### src/rtl/core/magnetic_vector_decoder_macros.svh
// Assertion macros used by the top-level decoder source.
`ifndef MAGNETIC_VECTOR_DECODER_MACROS_SVH
`define MAGNETIC_VECTOR_DECODER_MACROS_SVH

// Assert that a condition implies a consequence in the same cycle.
`define MVD_ASSERT_IMPL(label, cond, cons) \
    label: assert property (@(posedge clk) disable iff (!rst_n) (cond) |-> (cons)) \
        else $error("assertion failed");

// Assert that a condition implies a consequence in the next cycle.
`define MVD_ASSERT_NEXT(label, cond, cons) \
    label: assert property (@(posedge clk) disable iff (!rst_n) (cond) |=> (cons)) \
        else $error("assertion failed");

`endif

### src/rtl/core/mvd_pkg.sv
`timescale 1ns / 1ps
`default_nettype none
package mvd_pkg;
    localparam int CORDIC_STEPS = 16;
    localparam int FRACTION_BITS = 8;
    localparam int GUARD_BITS = 8;
    localparam int INV_GAIN_Q16 = 39797;
    localparam int FS = 16 - FRACTION_BITS;
    // CORDIC datapath width: covers the grown xy length and guard bits.
    localparam int CW = 34;
    localparam int AW = 34;
    localparam int QDEPTH = 4;
    localparam int QAW = 2;

    localparam logic [1:0] REG_FIELD_GAIN = 2'd0;
    localparam logic [1:0] REG_TEMP_OFFSET = 2'd1;
    localparam logic [1:0] REG_TEMP_GAIN = 2'd2;
    localparam logic [1:0] REG_TEMP_REF = 2'd3;

    // Scaled values handed from the front part to the CORDIC back part.
    typedef struct packed {
        logic signed [19:0] fx;
        logic signed [19:0] fy;
        logic signed [19:0] fz;
        logic signed [21:0] temp;
    } front_item_t;

    // atan(2^-i) with 2^31 = pi.
    function automatic logic signed [AW-1:0] atan_tab(input int i);
        logic signed [AW-1:0] r;
        case (i)
            0: r = 34'sd536870912;
            1: r = 34'sd316933406;
            2: r = 34'sd167458907;
            3: r = 34'sd85004756;
            4: r = 34'sd42667331;
            5: r = 34'sd21354465;
            6: r = 34'sd10679838;
            7: r = 34'sd5340245;
            8: r = 34'sd2670163;
            9: r = 34'sd1335087;
            10: r = 34'sd667544;
            11: r = 34'sd333772;
            12: r = 34'sd166886;
            13: r = 34'sd83443;
            14: r = 34'sd41722;
            15: r = 34'sd20861;
            16: r = 34'sd10430;
            17: r = 34'sd5215;
            18: r = 34'sd2608;
            19: r = 34'sd1304;
            20: r = 34'sd652;
            21: r = 34'sd326;
            22: r = 34'sd163;
            23: r = 34'sd81;
            default: r = '0;
        endcase
        return r;
    endfunction
endpackage
`default_nettype wire

### src/rtl/core/mvd_front.sv
`timescale 1ns / 1ps
`default_nettype none
module mvd_front (
    input  wire logic clk,
    input  wire logic rst_n,
    input  wire logic in_valid,
    output logic      in_ready,
    input  wire logic [47:0] in_data,
    input  wire logic [15:0] field_gain,
    input  wire logic [11:0] temp_zero_code,
    input  wire logic [15:0] temp_gain,
    input  wire logic [7:0]  temp_reference,
    output logic      out_valid,
    input  wire logic out_ready,
    output mvd_pkg::front_item_t out_item
);
    import mvd_pkg::*;

    logic signed [11:0] cx, cy, cz;
    logic [11:0] tcode;
    logic signed [12:0] tdiff;
    logic signed [28:0] px, py, pz;
    logic signed [29:0] pt;
    logic signed [28:0] rx, ry, rz;
    logic signed [29:0] rt;
    logic signed [30:0] tsum;
    logic s1_valid_reg;
    logic signed [28:0] px_reg, py_reg, pz_reg;
    logic signed [29:0] pt_reg;
    logic signed [7:0] ref_reg;
    logic s2_valid_reg;
    front_item_t item_reg;
    logic s1_adv, s2_adv;

    function automatic logic signed [19:0] sat20(input logic signed [28:0] v);
        if (v > 29'sd524287) return 20'sd524287;
        if (v < -29'sd524288) return -20'sd524288;
        return v[19:0];
    endfunction

    function automatic logic signed [21:0] sat22(input logic signed [30:0] v);
        if (v > 31'sd2097151) return 22'sd2097151;
        if (v < -31'sd2097152) return -22'sd2097152;
        return v[21:0];
    endfunction

    // Unpack the readout bytes into counts and the temperature code.
    assign cx = {in_data[7:0], in_data[39:36]};
    assign cy = {in_data[15:8], in_data[35:32]};
    assign cz = {in_data[23:16], in_data[43:40]};
    assign tcode = {in_data[31:24], 1'b0, in_data[47:46], 1'b0};
    assign tdiff = $signed({1'b0, tcode}) - $signed({1'b0, temp_zero_code});
    assign px = cx * $signed({1'b0, field_gain});
    assign py = cy * $signed({1'b0, field_gain});
    assign pz = cz * $signed({1'b0, field_gain});
    assign pt = tdiff * $signed({1'b0, temp_gain});

    assign s2_adv = !s2_valid_reg || out_ready;
    assign s1_adv = !s1_valid_reg || s2_adv;
    assign in_ready = s1_adv;

    // Stage one registers the products; stage two registers the rounded, saturated item.
    always_ff @(posedge clk or negedge rst_n)
    begin
        if (!rst_n)
        begin
            s1_valid_reg <= 1'b0;
            s2_valid_reg <= 1'b0;
        end
        else
        begin
            if (s1_adv) s1_valid_reg <= in_valid;
            if (s2_adv) s2_valid_reg <= s1_valid_reg;
        end
    end

    always_ff @(posedge clk)
    begin
        if (s1_adv && in_valid)
        begin
            px_reg <= px;
            py_reg <= py;
            pz_reg <= pz;
            pt_reg <= pt;
            ref_reg <= $signed(temp_reference);
        end
        if (s2_adv && s1_valid_reg)
        begin
            item_reg.fx <= sat20(rx);
            item_reg.fy <= sat20(ry);
            item_reg.fz <= sat20(rz);
            item_reg.temp <= sat22(tsum);
        end
    end

    // Round half up, then saturate.
    assign rx = (px_reg + (29'sd1 <<< (FS - 1))) >>> FS;
    assign ry = (py_reg + (29'sd1 <<< (FS - 1))) >>> FS;
    assign rz = (pz_reg + (29'sd1 <<< (FS - 1))) >>> FS;
    assign rt = (pt_reg + (30'sd1 <<< (FS - 1))) >>> FS;
    assign tsum = 31'(rt) + (31'(ref_reg) <<< FRACTION_BITS);

    assign out_valid = s2_valid_reg;
    assign out_item = item_reg;
endmodule
`default_nettype wire

### config.mk
export PLATFORM = sky130hd
export DESIGN_NAME = mvd_front
export DESIGN_NICKNAME = d
export VERILOG_FILES = /design/src/rtl/core/magnetic_vector_decoder_macros.svh /design/src/rtl/core/mvd_pkg.sv /design/src/rtl/core/mvd_front.sv
export SDC_FILE = /design/constraint.sdc
export NUM_CORES = 2
export LEC_CHECK = 0
export BUFFER_PORTS_ARGS = -buffer_cell sky130_fd_sc_hd__buf_2
export CORE_ASPECT_RATIO = 0.8
export CORE_MARGIN = 5
export CORE_UTILIZATION = 50
export CTS_CLUSTER_SIZE = 12
export DETAILED_ROUTE_END_ITERATION = 10
export GPL_TIMING_DRIVEN = 0
export PLACE_DENSITY = 0.67
export SETUP_SLACK_MARGIN = 0.02
export SLEW_MARGIN = 20
export SYNTH_ARGS = -nofsm -noshare
export SYNTH_HDL_FRONTEND = slang
export SYNTH_SLANG_ARGS = --single-unit
### constraint.sdc
create_clock -name clk -period 4.1 [get_ports clk]
set_clock_uncertainty 0.15 [all_clocks]
set_input_delay 0.82 -clock clk [delete_from_list [all_inputs] [get_ports clk]]
set_output_delay 0.82 -clock clk [all_outputs]
set_load 0.05 [all_outputs]
## Word level (Yosys, flattened, before mapping)

Cells that the tools add are included.

| cells by class | value |
|---|---|
| $add $sub $neg | 6 |
| multiply operators | 4 |
| div/mod/pow operators | 0 |
| $lt $le $gt $ge | 8 |
| equal/unequal tests | 0 |
| shifts and indexed selects | 0 |
| muxes and demuxes | 36 |
| bitwise logic cells | 0 |
| reduce and logical (&&, ||, !) cells | 6 |

Operators by type and width:

| kind | count |
|---|---|
| 2-to-1 mux 20 bit | 12 |
| 2-to-1 mux 22 bit | 4 |
| adder 29 x 9 -> 29 bit (second input constant) | 3 |
| multiplier 12 x 17 -> 29 bit | 3 |
| greater-than comparator 21 x 20 -> 1 bit (second input constant) | 3 |
| less-than comparator 21 x 20 -> 1 bit (second input constant) | 3 |
| greater-than comparator 31 x 22 -> 1 bit (second input constant) | 1 |
| less-than comparator 31 x 22 -> 1 bit (second input constant) | 1 |
| adder 30 x 9 -> 30 bit (second input constant) | 1 |
| multiplier 13 x 17 -> 30 bit | 1 |
| adder 22 x 16 -> 23 bit | 1 |
| 2-to-1 mux 1 bit | 20 |
| subtractor 12 x 12 -> 13 bit | 1 |
| logical AND 1 bit | 2 |
| zero test 1 bit | 2 |
| logical OR 1 bit | 2 |

| storage, ports and cells | value |
|---|---|
| bits in registers | 209 |
| latch bits | 0 |
| memory bits (writable) | 0 |
| bits in read-only memories | 0 |
| bits of input ports | 104 |
| output and inout port bits | 84 |
| word-level logic and storage cells | 71 |
| memories | 0 |

## Longest topological paths before layout

| logic depth | value |
|---|---|
| depth in word-level cells | 9 |
| mapped depth | 32 |
| mapped depth without buffers | 31 |

## Least setup slack after synthesis

Ideal clock, no wire load.

| timing path | value |
|---|---|
| path type | input to register |
| start point | in temp_zero_code[1] |
| end point | reg pt_reg[25], data pin |
| setup time | 262 ps |
| arrival time | 7512 ps |
| data required time | 3688 ps |
| path slack | -3824 ps |
| stages | 30 |
| path through | inv_1 ha_1 nor2b_1 o21ai_1 a21oi_1 o21a_1 o21ai_1 a21oi_1 o31a_1 or3_1 clkbuf_1 clkbuf_1 nand3_1 fa_1 fa_1 inv_1 fa_1 fa_1 fa_1 inv_1 fa_1 inv_1 ha_1 a21o_1 a221oi_4 o21ai_1 a221o_1 o22ai_2 o21ai_1 xor2_1 |

| between the ends | value |
|---|---|
| longest elaborated chain between the ends | 2 |

RTL lines:

| what | line | text |
|---|---|---|
| from (decl) | mvd_front.sv:10 | `input wire logic [11:0] temp_zero_code,` |
| subtractor 12 x 12 -> 13 bit | mvd_front.sv:52 | `assign tdiff = $signed({1'b0, tcode}) - $signed({1'b0, temp_zero_code});` |
| multiplier 13 x 17 -> 30 bit | mvd_front.sv:56 | `assign pt = tdiff * $signed({1'b0, temp_gain});` |
| net pt[25] | mvd_front.sv:23 | `logic signed [29:0] pt;` |
| to (signal assigned) | mvd_front.sv:84 | `pt_reg <= pt;` |
| to (decl) | mvd_front.sv:29 | `logic signed [29:0] pt_reg;` |

The timed path passes the listed nets, and every way through them passes these cells.
A chain may end at the register's enable or synchronous reset.

## Final worst setup path

| timing path | value |
|---|---|
| start point | in in_data[46] |
| end point | reg pt_reg[25], data pin |

| between the ends | value |
|---|---|
| longest elaborated chain between the ends | 2 |

RTL lines:

| what | line | text |
|---|---|---|
| from (decl) | mvd_front.sv:8 | `input wire logic [47:0] in_data,` |
| subtractor 12 x 12 -> 13 bit | mvd_front.sv:52 |  |
| multiplier 13 x 17 -> 30 bit | mvd_front.sv:56 |  |
| net pt[25] | mvd_front.sv:23 |  |

The timed path passes the listed nets, and every way through them passes these cells.

==> run summary <==
STATUS
--------------------------------------------------------------------------------
Status                                                              finished, violations left
Violated checks                                                     setup timing

TIMING
--------------------------------------------------------------------------------
Crit path time final                                                     7430 ps
Max-slew headroom                                                          0.359
RSZ-0062 raised after global routing                                        true
Pin slew with the least headroom to its limit                             955 ps
Setup-violating endpoint count in the final report                            87
Crit path setup slack, layout                                           -3330 ps
Maximum clock rate                                                       135 MHz
Final Slew Violations                                                          0
Worst slack on hold paths                                                 336 ps
Fin crit share                                                              1.81
Number of failing hold endpoints at the final stage                            0

PLACE
--------------------------------------------------------------------------------
Detailed placer's ending HPWL                                            70.8 mm
Port-buffer cells                                                            172
Placed standard-cell area                                             36900 um^2
Routability Congestion                                                     0.941

GLOBAL ROUTING
--------------------------------------------------------------------------------
Wire length of the first global-routing pass                              145 mm
Met2 routing resource usage after global routing                           0.389
Overall Global Routing Usage                                               0.258
Via count of the first global-routing pass                                 26600
Met1 track demand over resource in global routing                          0.374
Maximum number of pins on one net before global-route repair                  54
GR Layer Usage met3                                                       0.0713
Number of antenna violations at the first check in global routing              7
GRT Max-Usage Layer                                                         met2
Remaining global-route overflow                                                0

WORST SETUP PATH
--------------------------------------------------------------------------------
Largest fanout on the critical path                                           10
Worst Setup End Kind                                                   flip-flop
Crit path largest cell delay                                              520 ps
Kind of start point of the critical path                              input port
Most used cell, CP                                                  sky130_fd_sc_hd__fa_1
Instance count on the critical path                                           29
Cell with the largest stage delay on the worst path                 sky130_fd_sc_hd__fa_1
WP data arrival                                                          7530 ps
WP data required                                                         4200 ps
Top Family by Delay on Critical Path                                 adder cells
Setup slack of the worst register-to-register path                        230 ps
Buffer and inverter count on the worst path                                    5
Cell count of the worst reg-to-reg path                                       16
Worst Setup Path Type                                               input port to flip-flop

FLOORPLANNING
--------------------------------------------------------------------------------
Area enclosed by the die boundary                                     71700 um^2
Effective utilization at floorplan                                         0.505
Die extent in y                                                           241 um
CORE AREA                                                             65800 um^2
Number of I/O pins                                                           188
# rows                                                                        84
Die width                                                                 298 um

SYNTH
--------------------------------------------------------------------------------
Xor-xnor portion of the synthesized cell area                             0.0467
Largest family of logic cells by synthesized area                    adder cells
Synthesized-area fraction occupied by and/or/nand/nor cells                0.158
Count of state elements after synthesis                                      181
Mapped Avg Cell Area                                                   9.48 um^2
Post-synthesis mux area share                                                  0
Top_reg_cell synth                                                  sky130_fd_sc_hd__edfxtp_1
Syn. warnings                                                                  0
Asr flop ratio synth                                                      0.0110
Post-synthesis instance total                                               3506
Compound-gate portion of the synthesized area                             0.0558
Net count after synthesis                                                   4551
Area of the mapped netlist                                            33200 um^2
Share of synthesized area occupied by flip-flops and latches               0.163
Count of unique library cells instantiated by Yosys                           63
Post-synthesis adder-cell area fraction                                    0.484
EDFF count, synth                                                            179

ROUTING
--------------------------------------------------------------------------------
Drt initial violations                                                      1722
Per-cell via count in the routed design                                     5.33
Total length of routed wires                                             92.5 mm
Via total after detailed routing                                           25500
Routed length per instance                                               19.3 um
DRC violations left                                                            0
Drt first pass iters                                                           6
ANT nets after route                                                           0

CTS
--------------------------------------------------------------------------------
Clock latency on the worst-skew pair                                      500 ps
Root buf cell                                                       sky130_fd_sc_hd__clkbuf_16
TritonCTS clock tree                                                        done
Number of sinks handled by clock tree synthesis                              181
Worst-path clk slew                                                        80 ps
Buffer levels on the longest clock path                                        2
H-Tree Level Count                                                             4
Total clock buffers created by CTS                                            17

HOLD PATH
--------------------------------------------------------------------------------
Class of the worst hold path                                        input port to flip-flop
Worst hold path depth                                                          1

CELLS AND AREA
--------------------------------------------------------------------------------
Nets                                                                        4958
Relative area change from synthesis to final layout                        27.2%
Flip-flop count of the largest register after layout                          82
Area of all placed cells without fillers                              42300 um^2
Layout cell share with drive strength beyond 1                             0.246

JOB
--------------------------------------------------------------------------------
Number of violations of the max-capacitance limit                              0

[Yosys cell counts, types with 2 or more instances]
cell,instances,area [um^2]
sky130_fd_sc_hd__a31oi_1,10,62.6
sky130_fd_sc_hd__o311ai_0,2,17.5
sky130_fd_sc_hd__or2_2,11,68.8
sky130_fd_sc_hd__ha_1,369,4620
sky130_fd_sc_hd__and4_1,3,26.3
sky130_fd_sc_hd__fa_1,572,11500
sky130_fd_sc_hd__nand2b_1,66,413
sky130_fd_sc_hd__o21a_1,12,90.1
sky130_fd_sc_hd__and3_1,27,169
sky130_fd_sc_hd__o21bai_1,12,90.1
sky130_fd_sc_hd__a21o_1,35,263
sky130_fd_sc_hd__buf_2,7,35.0
sky130_fd_sc_hd__o21ai_0,61,305
sky130_fd_sc_hd__inv_1,678,2540
sky130_fd_sc_hd__a31o_2,5,43.8
sky130_fd_sc_hd__a211oi_1,5,37.5
sky130_fd_sc_hd__or3_1,10,62.6
sky130_fd_sc_hd__edfxtp_1,179,5380
sky130_fd_sc_hd__a21oi_1,113,566
sky130_fd_sc_hd__nand4_1,24,150
sky130_fd_sc_hd__o21ai_1,9,45.0
sky130_fd_sc_hd__nor3_1,23,115
sky130_fd_sc_hd__nor2_1,87,327
sky130_fd_sc_hd__nand3_1,59,295
sky130_fd_sc_hd__a221oi_1,3,26.3
sky130_fd_sc_hd__o31ai_1,7,52.6
sky130_fd_sc_hd__xnor2_1,114,998
sky130_fd_sc_hd__clkbuf_1,133,499
sky130_fd_sc_hd__nand2_1,518,1940
sky130_fd_sc_hd__o32ai_1,2,17.5
sky130_fd_sc_hd__and2_1,228,1430
sky130_fd_sc_hd__o311a_1,2,20.0
sky130_fd_sc_hd__nor4_1,2,12.5
sky130_fd_sc_hd__o221ai_1,2,17.5
sky130_fd_sc_hd__dfrtp_1,2,50.1
sky130_fd_sc_hd__nor2b_1,25,156
sky130_fd_sc_hd__xor2_1,63,552
[per-layer routing]
metal,share of wire,wire length [um]
met1,0.45,41500
met2,0.44,40400
met3,0.092,8520
met4,0.022,2050
met5,0,0
[timing repair]
action	4_1_cts	5_1_grt
hold endpoints to repair	2	0
pin swaps	152	177
buffers inserted	144	82
resized for setup	405	258
setup endpoints to repair	110	110
hold buffers	1	0
gates cloned	4	2
[worst register-to-register path: cells and delay by family (launching register included)]
| kind | cells | cell delay (ps) |
|---|---|---|
| buffers and inverters | 1 | 210 |
| XOR/XNOR | 1 | 130 |
| adder cells (fa/ha/maj) | 1 | 340 |
| AND/OR/NAND/NOR | 4 | 860 |
| AO/OA/AOI/OAI | 9 | 1520 |
| flip-flops | 1 | 400 |
[logic make-up after synthesis]
| kind of cell | after synthesis |
|---|---|
| AOI/OAI and AO/OA | 297 |
| xor gates and xnor gates | 177 |
| adders and majority gates | 941 |
| buffers and inverters | 819 |
| DFF | 181 |
| and+or+nand+nor | 1091 |
[final timing paths]
kind	to	from
hold / removal	ref_reg[0]	temp_reference[0]
min in group asynchronous	out_valid	rst_n
max in group asynchronous	s1_valid_reg	rst_n
setup reg to reg	out_item[19]	pt_reg[13]
setup / recovery	pt_reg[25]	in_data[46]
hold reg to reg	out_valid	s1_valid_reg
[stage by stage]
step | utilization | setup slack (ps) | TNS (ps) | cells
after floorplan | - | -3530 | -133350 | 3506
after global placement | 0.559 | -4660 | -270470 | 4538
after detailed placement | 0.560 | -4660 | -216650 | 4541
after CTS | 0.618 | -3370 | -122100 | 4716
after global routing | 0.642 | -3590 | -143310 | 4788
final | 0.642 | -3330 | -130340 | 4791
[cell usage in the layout, fill, tap and decap left out, drive strengths merged, types with 113 or more instances in the layout]
master and n:
fa 572, inv 684, clkbuf 135, buf 410, a21oi 113, ha 369, edfxtp 179, xnor2 114
nand2 518, and2 228
[cell type report]
| class | count | area [um^2] |
|---|---|---|
| multi-input cells | 2506 | 27200 |
| repair buffers | 390 | 3200 |
| plain buffers | 139 | 2170 |
| clock buffers | 17 | 425 |
| diodes | 5 | 12.5 |
| fillers | 5126 | 23500 |
| flip-flops and latches | 181 | 5430 |
| inverters | 678 | 2550 |
| clock inverters | 15 | 224 |
| well taps | 860 | 1080 |
Power is not shown: default switching activity piles up to over one toggle a cycle in this logic, so the estimate is an artifact.
